`src/rtl/assert_macros.svh`:
```
// ----------------------------------------------------------------------------
// assert_macros.svh
// Concurrent assertion shorthands, clocked and gated by an active-low reset.
// ----------------------------------------------------------------------------
`ifndef ASSERT_MACROS_SVH
`define ASSERT_MACROS_SVH

// Same-cycle implication
`define ASSERT_IMP(label, clk, rst_n, ante, cons) \
    label: assert property (@(posedge clk) disable iff (!(rst_n)) (ante) |-> (cons)) \
        else $error("assertion failed");

// Next-cycle implication
`define ASSERT_NXT(label, clk, rst_n, ante, cons) \
    label: assert property (@(posedge clk) disable iff (!(rst_n)) (ante) |=> (cons)) \
        else $error("assertion failed");

`endif

```
`src/rtl/tbhd_pkg.sv`:
```
`timescale 1ns / 1ps
// ----------------------------------------------------------------------------
// tbhd_pkg
// Types and constants for the touch baseline hysteresis detector.
// ----------------------------------------------------------------------------
package tbhd_pkg;

    localparam int CH_W      = 3;
    localparam int VAL_W     = 16;
    localparam int BASE_W    = 15;
    localparam int DELTA_W   = 16;
    localparam int ACT_W     = 2;
    localparam int HYST_W    = 15;
    localparam int SHIFT_W   = 4;
    localparam int CFG_IDX_W = 2;
    localparam int CFG_W     = 15;

    localparam logic [BASE_W-1:0] MAX15 = 15'h7FFF;

    localparam logic [HYST_W-1:0]  HYST_RST  = 15'd8;
    localparam logic [SHIFT_W-1:0] SHIFT_RST = 4'd4;
    localparam logic [BASE_W-1:0]  LIMIT_RST = 15'd32767;

    localparam logic [CFG_IDX_W-1:0] CFG_HYST  = 2'd0;
    localparam logic [CFG_IDX_W-1:0] CFG_SHIFT = 2'd1;
    localparam logic [CFG_IDX_W-1:0] CFG_LIMIT = 2'd2;

    typedef enum logic [ACT_W-1:0] {
        ACT_SCAN    = 2'd0,
        ACT_CAL     = 2'd1,
        ACT_SET_THR = 2'd2
    } t_action;

    typedef struct packed {
        logic              touched;
        logic [BASE_W-1:0] thr;
        logic [BASE_W-1:0] base;
    } t_entry;

endpackage

```
`src/rtl/touch_baseline_hysteresis_detector.sv`:
```
`timescale 1ns / 1ps
// ----------------------------------------------------------------------------
// touch_baseline_hysteresis_detector
// Per-channel capacitive touch detector with baseline tracking and hysteresis.
// ----------------------------------------------------------------------------
// Takes one item per clock while the output is not stalled and gives one result
// per item: the per-channel state memory is read synchronously when the item is
// accepted, and the update stage writes the entry back and loads the output
// register. Back-to-back items on the same channel see the updated entry
// through a forwarding register. Entries read as their reset values (baseline
// zero, not touched, threshold DEFAULT_THRESHOLD) until first written, tracked
// by one valid flop per channel, so no clearing pass is needed after reset.
// Channel numbers at or above CHANNELS return zeros and change nothing.
// ----------------------------------------------------------------------------
`include "assert_macros.svh"

module touch_baseline_hysteresis_detector #(
    parameter int CHANNELS          = 8,
    parameter int DEFAULT_THRESHOLD = 40
) (
    input  logic        i_clk,
    input  logic        i_rst_n,
    // input items
    input  logic        i_s_tvalid,
    output logic        o_s_tready,
    input  logic [23:0] i_s_tdata,   // channel[2:0], value[18:3], zero pad
    input  logic [1:0]  i_s_tuser,   // action[1:0]
    // results
    output logic        o_m_tvalid,
    input  logic        i_m_tready,
    output logic [39:0] o_m_tdata,   // channel_out[2:0], delta[18:3], touched[19],
                                     // baseline_out[34:20], zero pad
    // configuration
    input  logic        i_cfg_we,
    input  logic [1:0]  i_cfg_idx,
    input  logic [14:0] i_cfg_data
);

    localparam int LP_MAXCH = 2 ** tbhd_pkg::CH_W;
    localparam int LP_DEPTH = (CHANNELS < LP_MAXCH) ? CHANNELS : LP_MAXCH;
    localparam int LP_AW    = (LP_DEPTH > 1) ? $clog2(LP_DEPTH) : 1;

    localparam tbhd_pkg::t_entry LP_RST_ENTRY = '{
        touched: 1'b0,
        thr:     tbhd_pkg::BASE_W'(DEFAULT_THRESHOLD),
        base:    '0
    };

    // configuration registers
    logic [tbhd_pkg::HYST_W-1:0]  r_hyst;
    logic [tbhd_pkg::SHIFT_W-1:0] r_shift;
    logic [tbhd_pkg::BASE_W-1:0]  r_limit;

    // state memory
    tbhd_pkg::t_entry r_mem [LP_DEPTH];
    logic [LP_DEPTH-1:0] r_vld;
    tbhd_pkg::t_entry r_rd;
    logic             r_rd_vld;
    logic             r_fwd;
    tbhd_pkg::t_entry r_fwd_data;

    // input decode
    logic [tbhd_pkg::CH_W-1:0]   w_in_chan;
    logic [tbhd_pkg::VAL_W-1:0]  w_in_val;
    logic [LP_AW-1:0]            w_in_idx;
    logic                        w_in_rng;
    logic [tbhd_pkg::BASE_W-1:0] w_in_sample;
    logic                        w_acc;

    // update stage
    logic                        r_s1_vld;
    logic [tbhd_pkg::ACT_W-1:0]  r_s1_act;
    logic [tbhd_pkg::CH_W-1:0]   r_s1_chan;
    logic [LP_AW-1:0]            r_s1_idx;
    logic                        r_s1_rng;
    logic [tbhd_pkg::BASE_W-1:0] r_s1_sample;
    logic [tbhd_pkg::VAL_W-1:0]  r_s1_value;
    logic                        w_s1_adv;
    logic                        w_wr_en;

    tbhd_pkg::t_entry   w_cur;
    tbhd_pkg::t_entry   w_wr_entry;
    logic signed [16:0] w_delta;
    logic signed [16:0] w_thr;
    logic signed [16:0] w_rel;
    logic signed [16:0] w_corr;
    logic signed [17:0] w_nb;
    logic               w_scan_t;
    logic [tbhd_pkg::BASE_W-1:0] w_scan_base;
    logic [tbhd_pkg::BASE_W-1:0] w_thr_sat;
    logic [tbhd_pkg::DELTA_W-1:0] w_res_delta;
    logic               w_res_touched;
    logic [tbhd_pkg::BASE_W-1:0] w_res_base;

    // output register
    logic                         r_out_vld;
    logic [tbhd_pkg::CH_W-1:0]    r_out_chan;
    logic [tbhd_pkg::DELTA_W-1:0] r_out_delta;
    logic                         r_out_touched;
    logic [tbhd_pkg::BASE_W-1:0]  r_out_base;

    assign w_in_chan = i_s_tdata[tbhd_pkg::CH_W-1:0];
    assign w_in_val  = i_s_tdata[tbhd_pkg::CH_W +: tbhd_pkg::VAL_W];
    assign w_in_idx  = w_in_chan[LP_AW-1:0];
    assign w_in_rng  = ({{(32-tbhd_pkg::CH_W){1'b0}}, w_in_chan} < 32'(CHANNELS));
    assign w_in_sample = (w_in_val < {1'b0, r_limit}) ? w_in_val[tbhd_pkg::BASE_W-1:0]
                                                       : r_limit;

    assign w_s1_adv   = !r_out_vld || i_m_tready;
    assign o_s_tready = !r_s1_vld || w_s1_adv;
    assign w_acc      = i_s_tvalid && o_s_tready;
    assign w_wr_en    = r_s1_vld && w_s1_adv && r_s1_rng;

    // configuration
    always_ff @(posedge i_clk) begin
        if (!i_rst_n) begin
            r_hyst  <= tbhd_pkg::HYST_RST;
            r_shift <= tbhd_pkg::SHIFT_RST;
            r_limit <= tbhd_pkg::LIMIT_RST;
        end else if (i_cfg_we) begin
            case (i_cfg_idx)
                tbhd_pkg::CFG_HYST:  r_hyst  <= i_cfg_data;
                tbhd_pkg::CFG_SHIFT: r_shift <= i_cfg_data[tbhd_pkg::SHIFT_W-1:0];
                tbhd_pkg::CFG_LIMIT: r_limit <= i_cfg_data;
                default: ;
            endcase
        end
    end

    // state memory: read at accept, write back from the update stage
    always_ff @(posedge i_clk) begin
        if (w_wr_en) begin
            r_mem[r_s1_idx] <= w_wr_entry;
        end
        if (w_acc) begin
            r_rd <= r_mem[w_in_idx];
        end
    end

    always_ff @(posedge i_clk) begin
        if (w_acc) begin
            r_fwd_data  <= w_wr_entry;
            r_s1_act    <= i_s_tuser;
            r_s1_chan   <= w_in_chan;
            r_s1_idx    <= w_in_idx;
            r_s1_rng    <= w_in_rng;
            r_s1_sample <= w_in_sample;
            r_s1_value  <= w_in_val;
        end
    end

    always_ff @(posedge i_clk) begin
        if (!i_rst_n) begin
            r_vld    <= '0;
            r_rd_vld <= 1'b0;
            r_fwd    <= 1'b0;
            r_s1_vld <= 1'b0;
        end else begin
            if (w_wr_en) begin
                r_vld[r_s1_idx] <= 1'b1;
            end
            if (w_acc) begin
                r_rd_vld <= r_vld[w_in_idx];
                r_fwd    <= w_wr_en && (w_in_idx == r_s1_idx);
                r_s1_vld <= 1'b1;
            end else if (w_s1_adv) begin
                r_s1_vld <= 1'b0;
                r_fwd    <= 1'b0;
            end
        end
    end

    // update stage
    assign w_cur = r_fwd ? r_fwd_data : (r_rd_vld ? r_rd : LP_RST_ENTRY);

    assign w_delta = signed'({2'b00, r_s1_sample}) - signed'({2'b00, w_cur.base});
    assign w_thr   = signed'({2'b00, w_cur.thr});
    assign w_rel   = w_thr - signed'({2'b00, r_hyst});
    assign w_corr  = w_delta >>> r_shift;
    assign w_nb    = signed'({3'b000, w_cur.base}) + {w_corr[16], w_corr};
    assign w_thr_sat = (r_s1_value < {1'b0, tbhd_pkg::MAX15})
                     ? r_s1_value[tbhd_pkg::BASE_W-1:0] : tbhd_pkg::MAX15;

    always_comb begin
        if (!w_cur.touched) begin
            w_scan_t = (w_delta > w_thr);
        end else begin
            w_scan_t = !(w_delta < w_rel);
        end
        if (!w_scan_t) begin
            if (w_nb < 0) begin
                w_scan_base = '0;
            end else if (w_nb > signed'({3'b000, tbhd_pkg::MAX15})) begin
                w_scan_base = tbhd_pkg::MAX15;
            end else begin
                w_scan_base = w_nb[tbhd_pkg::BASE_W-1:0];
            end
        end else if ((w_cur.base != '0) && (w_delta < 0)) begin
            w_scan_base = w_cur.base - 1'b1;
        end else begin
            w_scan_base = w_cur.base;
        end
    end

    always_comb begin
        w_wr_entry  = w_cur;
        w_res_delta = '0;
        case (tbhd_pkg::t_action'(r_s1_act))
            tbhd_pkg::ACT_SCAN: begin
                w_wr_entry.touched = w_scan_t;
                w_wr_entry.base    = w_scan_base;
                w_res_delta        = w_delta[tbhd_pkg::DELTA_W-1:0];
            end
            tbhd_pkg::ACT_CAL: begin
                w_wr_entry.touched = 1'b0;
                w_wr_entry.base    = r_s1_sample;
            end
            tbhd_pkg::ACT_SET_THR: begin
                w_wr_entry.thr = w_thr_sat;
            end
            default: ;
        endcase
        if (r_s1_rng) begin
            w_res_touched = w_wr_entry.touched;
            w_res_base    = w_wr_entry.base;
        end else begin
            w_res_delta   = '0;
            w_res_touched = 1'b0;
            w_res_base    = '0;
        end
    end

    // output register
    always_ff @(posedge i_clk) begin
        if (!i_rst_n) begin
            r_out_vld <= 1'b0;
        end else if (r_s1_vld && w_s1_adv) begin
            r_out_vld <= 1'b1;
        end else if (i_m_tready) begin
            r_out_vld <= 1'b0;
        end
    end

    always_ff @(posedge i_clk) begin
        if (r_s1_vld && w_s1_adv) begin
            r_out_chan    <= r_s1_chan;
            r_out_delta   <= w_res_delta;
            r_out_touched <= w_res_touched;
            r_out_base    <= w_res_base;
        end
    end

    assign o_m_tvalid = r_out_vld;
    assign o_m_tdata  = {5'b00000, r_out_base, r_out_touched, r_out_delta, r_out_chan};

    `ASSERT_IMP(a_stall_blocks_input, i_clk, i_rst_n,
        r_s1_vld && r_out_vld && !i_m_tready, !o_s_tready)
    `ASSERT_IMP(a_fwd_needs_stage, i_clk, i_rst_n, r_fwd, r_s1_vld)
    `ASSERT_IMP(a_out_of_range_zero, i_clk, i_rst_n,
        r_out_vld && (32'(r_out_chan) >= 32'(CHANNELS)),
        (r_out_delta == '0) && !r_out_touched && (r_out_base == '0))
    `ASSERT_NXT(a_cal_clears_touch, i_clk, i_rst_n,
        r_s1_vld && w_s1_adv && (r_s1_act == tbhd_pkg::ACT_CAL), !r_out_touched)

endmodule

```
`config.mk`:
```
export PLATFORM = sky130hd
export DESIGN_NAME = touch_baseline_hysteresis_detector
export DESIGN_NICKNAME = d
export VERILOG_FILES = /design/src/rtl/tbhd_pkg.sv /design/src/rtl/touch_baseline_hysteresis_detector.sv
export VERILOG_INCLUDE_DIRS = /design/src /design/src/rtl
export SDC_FILE = /design/constraint.sdc
export NUM_CORES = 1
export LEC_CHECK = 0
export BUFFER_PORTS_ARGS = -buffer_cell sky130_fd_sc_hd__buf_2
export CAP_MARGIN = 20
export CORE_MARGIN = 10
export CORE_UTILIZATION = 45
export CTS_BUF_LIST = sky130_fd_sc_hd__clkbuf_16
export CTS_CLUSTER_SIZE = 10
export DETAILED_ROUTE_END_ITERATION = 16
export PLACE_DENSITY = 0.65
export RECOVER_POWER = 100
export SYNTH_ARGS = -nofsm -noshare
export SYNTH_HDL_FRONTEND = slang
export SYNTH_SLANG_ARGS = --single-unit
```
`constraint.sdc`:
```
create_clock -name i_clk -period 22.5 [get_ports i_clk]
set_clock_uncertainty 0.05 [all_clocks]
set_input_delay 3.375 -clock i_clk [delete_from_list [all_inputs] [get_ports i_clk]]
set_output_delay 3.375 -clock i_clk [all_outputs]
set_load 0.005 [all_outputs]
```
==> impl_metrics.toml <==
[global_routing]
grt_pass1_vias = 13300
grt.total_usage_pct = 18.4
grt_first_pass_wirelength_um = 79800
grt_max_degree = 81
antenna_found_initial = 0
grt_overflow = 0

[critical_path]
crit_start = "r_fwd"
path_max_fanout = 45
crit_type = "register to register"
cp.arrival_ns = 11.64
r2r-start = "r_fwd"
worstPathRequired_ns = 22.60
cp-start-kind = "register"
r2r_end = "r_out_base[1]"
crit_path_end_kind = "register"
endpoint = "r_out_base[1]"
worst_r2r_path_depth = 27
r2r_slack_ns = 10.95

[detailed_routing]
drt.antenna.violating_nets = 0
via_per_inst = 5.90
vias = 13300
wl_per_cell_um = 23.4
first_iter_violations = 1256
dr.pass1.iters = 6
post-route-drc-count = 0
routed_wl_um = 52500

[sta]
slew_headroom_pct = -186
finalSetupViolations = 0
worst-slew-pin-transition_ns = 4.29
report.final.slew_viol_count = 663
rsz0062_at_grt = "false"
hold_violations = 0
timing.setup.tns_ns = 0
clock.fmax_mhz = 86.6
fin_crit_sh_pct = 51.3
min_period_ns = 11.55

[logic_synthesis]
netlist.area_leader.share_pct = 54.6
yosysTopAreaCell = "edfxtp_1"
ys_ff_latch = 427
syn_area_per_cell_sq_um = 13.6
synth_compound_area_share_pct = 11.8
synthAdderAreaFrac_pct = 5.28
synth_edf_count = 381
ys_warn_count = 0
synth_xor_area_share_pct = 1.88
synth.mux.area_fraction_pct = 10.7
synth_cell_type_count = 96
ys_seq_area_share_pct = 59.0
async_flop_share_pct = 0
synth_top_family_by_area = "compound AO/OA/AOI/OAI gates"
syn_inst = 1536
synthSimpleGateAreaFrac_pct = 8.01
synth.area.top_cells = "edfxtp_1 (55%), mux4_2 (7.4%), ha_1 (4.8%), dfxtp_1 (4.4%), mux2_2 (2.5%)"
syn_area_sq_um = 20900
synthFlopType = "edfxtp_1"

[cells_and_area]
area_growth_pct = 10.9
fin_area_sq_um = 23200
fillers = 3929
drive_gt1_share_pct = 13.7
fin_nets = 1747
diodes = 0

[outcome]
violations = "max-capacitance violations, max-slew violations"
status = "complete, but fails checks"

[clock_network]
ctsResizeCount = 0
cts_buffers = 50
cts.path.max_buffers = 3
postCtsSetupBuffers = 0
cts_hold_buf = 0
cts_tree = "built"
insertion_delay_ns = 0.61
cts_num_sinks = 427
cts_htree_levels = 2
root_buffer = "clkbuf_16"
clkTransAtPathRegs_ns = 0.05

[power]
p_leak_nw = 8.39
p_per_area_nw_per_um2 = 82.7
vdd_drop_max_uv = 63.8
total_power_w = 0.00192

[floorplanning]
die_x_um = 236
core_sq_um = 45700
die_y_um = 236
ios = 90
rows = 78
die-area_sq_um = 55600
start_util_pct = 45.9

[placement]
placed_area_sq_um = 22000
place.port_buffers = 79
gp_congestion = 0.919
dp_hpwl_um = 35100

[worst_hold_path]
hold_depth = 1
hold_start = "r_vld[2]"
hp-class = "register to register"

[job]
max-cap-violations = 18
## critical path, cell delays in order (launching register included)
cell,delay (ns)
dfxtp_1,0.34
clkbuf_1,0.87
clkbuf_1,1.26
a22oi_1,0.45
inv_1,0.24
ha_1,0.26
nor2b_1,0.07
o31a_1,0.31
maj3_1,0.47
and3_1,0.23
o311ai_0,1.04
a211oi_1,0.21
a211oi_1,0.69
clkinv_1,0.37
mux4_2,0.56
nor2_1,0.15
o31ai_1,0.14
ha_1,0.25
a211oi_1,0.29
o21ai_0,0.19
a21o_1,0.19
a31oi_1,0.33
o21ai_0,0.29
nand2_1,0.12
nand2_1,0.09
o211ai_1,0.85
o21bai_1,0.28
o221ai_1,0.48
## sequential cells by signal, indices dropped and copies added (netlist names), 16 cells and up
register and cells:
r_rd 31, r_fwd_data 31, r_s1_value 16, r_out_delta 16
r_mem 248
## layer usage
metal  routed length [um]  share of wire (%)  GRT usage (%)  vias up
li1                     -                  -              -     6083
met1                23000                 44           24.4     6650
met2                25100                 48           29.9      421
met3                 2760                5.3           3.16      105
met4                 1690                3.2           6.35        0
met5                    0                  0              0        -
## cell type report
type / instances / area, sq um / area share (%)
repair buffers: 99 / 414 / 1.78
inverters: 92 / 345 / 1.49
clock buffers: 50 / 1250 / 5.39
multi-input cells: 946 / 7890 / 34.0
well taps: 600 / 751 / 3.23
flip-flops and latches: 427 / 12400 / 53.2
clock inverters: 32 / 209 / 0.900
## synth_stat cells, drive strengths merged (14+ instances only)
cell type / number
a211oi: 14
a21boi: 18
a21o: 28
a21oi: 71
a22oi: 26
and2: 22
buf: 26
clkbuf: 49
dfxtp: 46
edfxtp: 381
ha: 81
inv: 91
mux2: 47
mux2i: 16
mux4: 69
nand2: 97
nand2b: 15
nand3: 21
nor2: 81
nor2b: 14
nor3: 27
o211ai: 31
o21a: 18
o21ai: 43
xnor2: 20
xor2: 21
## cells in the final DEF (no fill, tap or decap), types with 25 or more instances in the layout
cell / Yosys / final
mux4_2: 69 / 69
o211ai_1: 30 / 31
o21ai_0: 41 / 42
ha_1: 81 / 81
dfxtp_1: 46 / 46
a21oi_1: 71 / 71
nor2_1: 79 / 78
inv_1: 87 / 110
mux2_2: 47 / 37
nand2_1: 96 / 96
edfxtp_1: 381 / 381
clkbuf_1: 49 / 71
buf_2: 7 / 25
nor3_1: 26 / 25
a21o_1: 28 / 28
clkbuf_16: 0 / 50
## kinds of logic (layout without fill, tap and decap cells)
family	Yosys count	in the layout
AOI/OAI and AO/OA	345	345
xor gates and xnor gates	41	41
adders and majority gates	88	88
buffers and inverters	167	273
DFF	427	427
muxes	132	132
other	1	5
and+or+nand+nor	335	335
## how the worst min path moves through the flow
stage,to,slack (ns)
2_1_floorplan,r_vld[2],0.39
3_3_place_gp,r_vld[6],0.39
3_5_place_dp,r_vld[2],0.40
4_1_cts,r_vld[2],0.41
5_1_grt,r_vld[2],0.42
6_report,r_vld[2],0.41
## power breakdown
group	internal [W]	switching, W	total [W]
combinational	0.000103	0.000170	0.000274
sequential	0.000909	0.0000160	0.000925
clock	0.000412	0.000309	0.000721
total	0.00142	0.000495	0.00192
## through the flow
stage	hold slack [ns]	setup slack [ns]	cells	utilization, %
finish	0.409	10.95	2246	50.8
detailed placement	0.400	13.48	2164	48.1
global placement	0.394	13.64	2164	48.1
global route	0.423	10.07	2246	50.8
CTS	0.413	13.40	2246	51.3
floorplan	0.385	15.14	1540	-
Power figures use the tool's default switching activity.
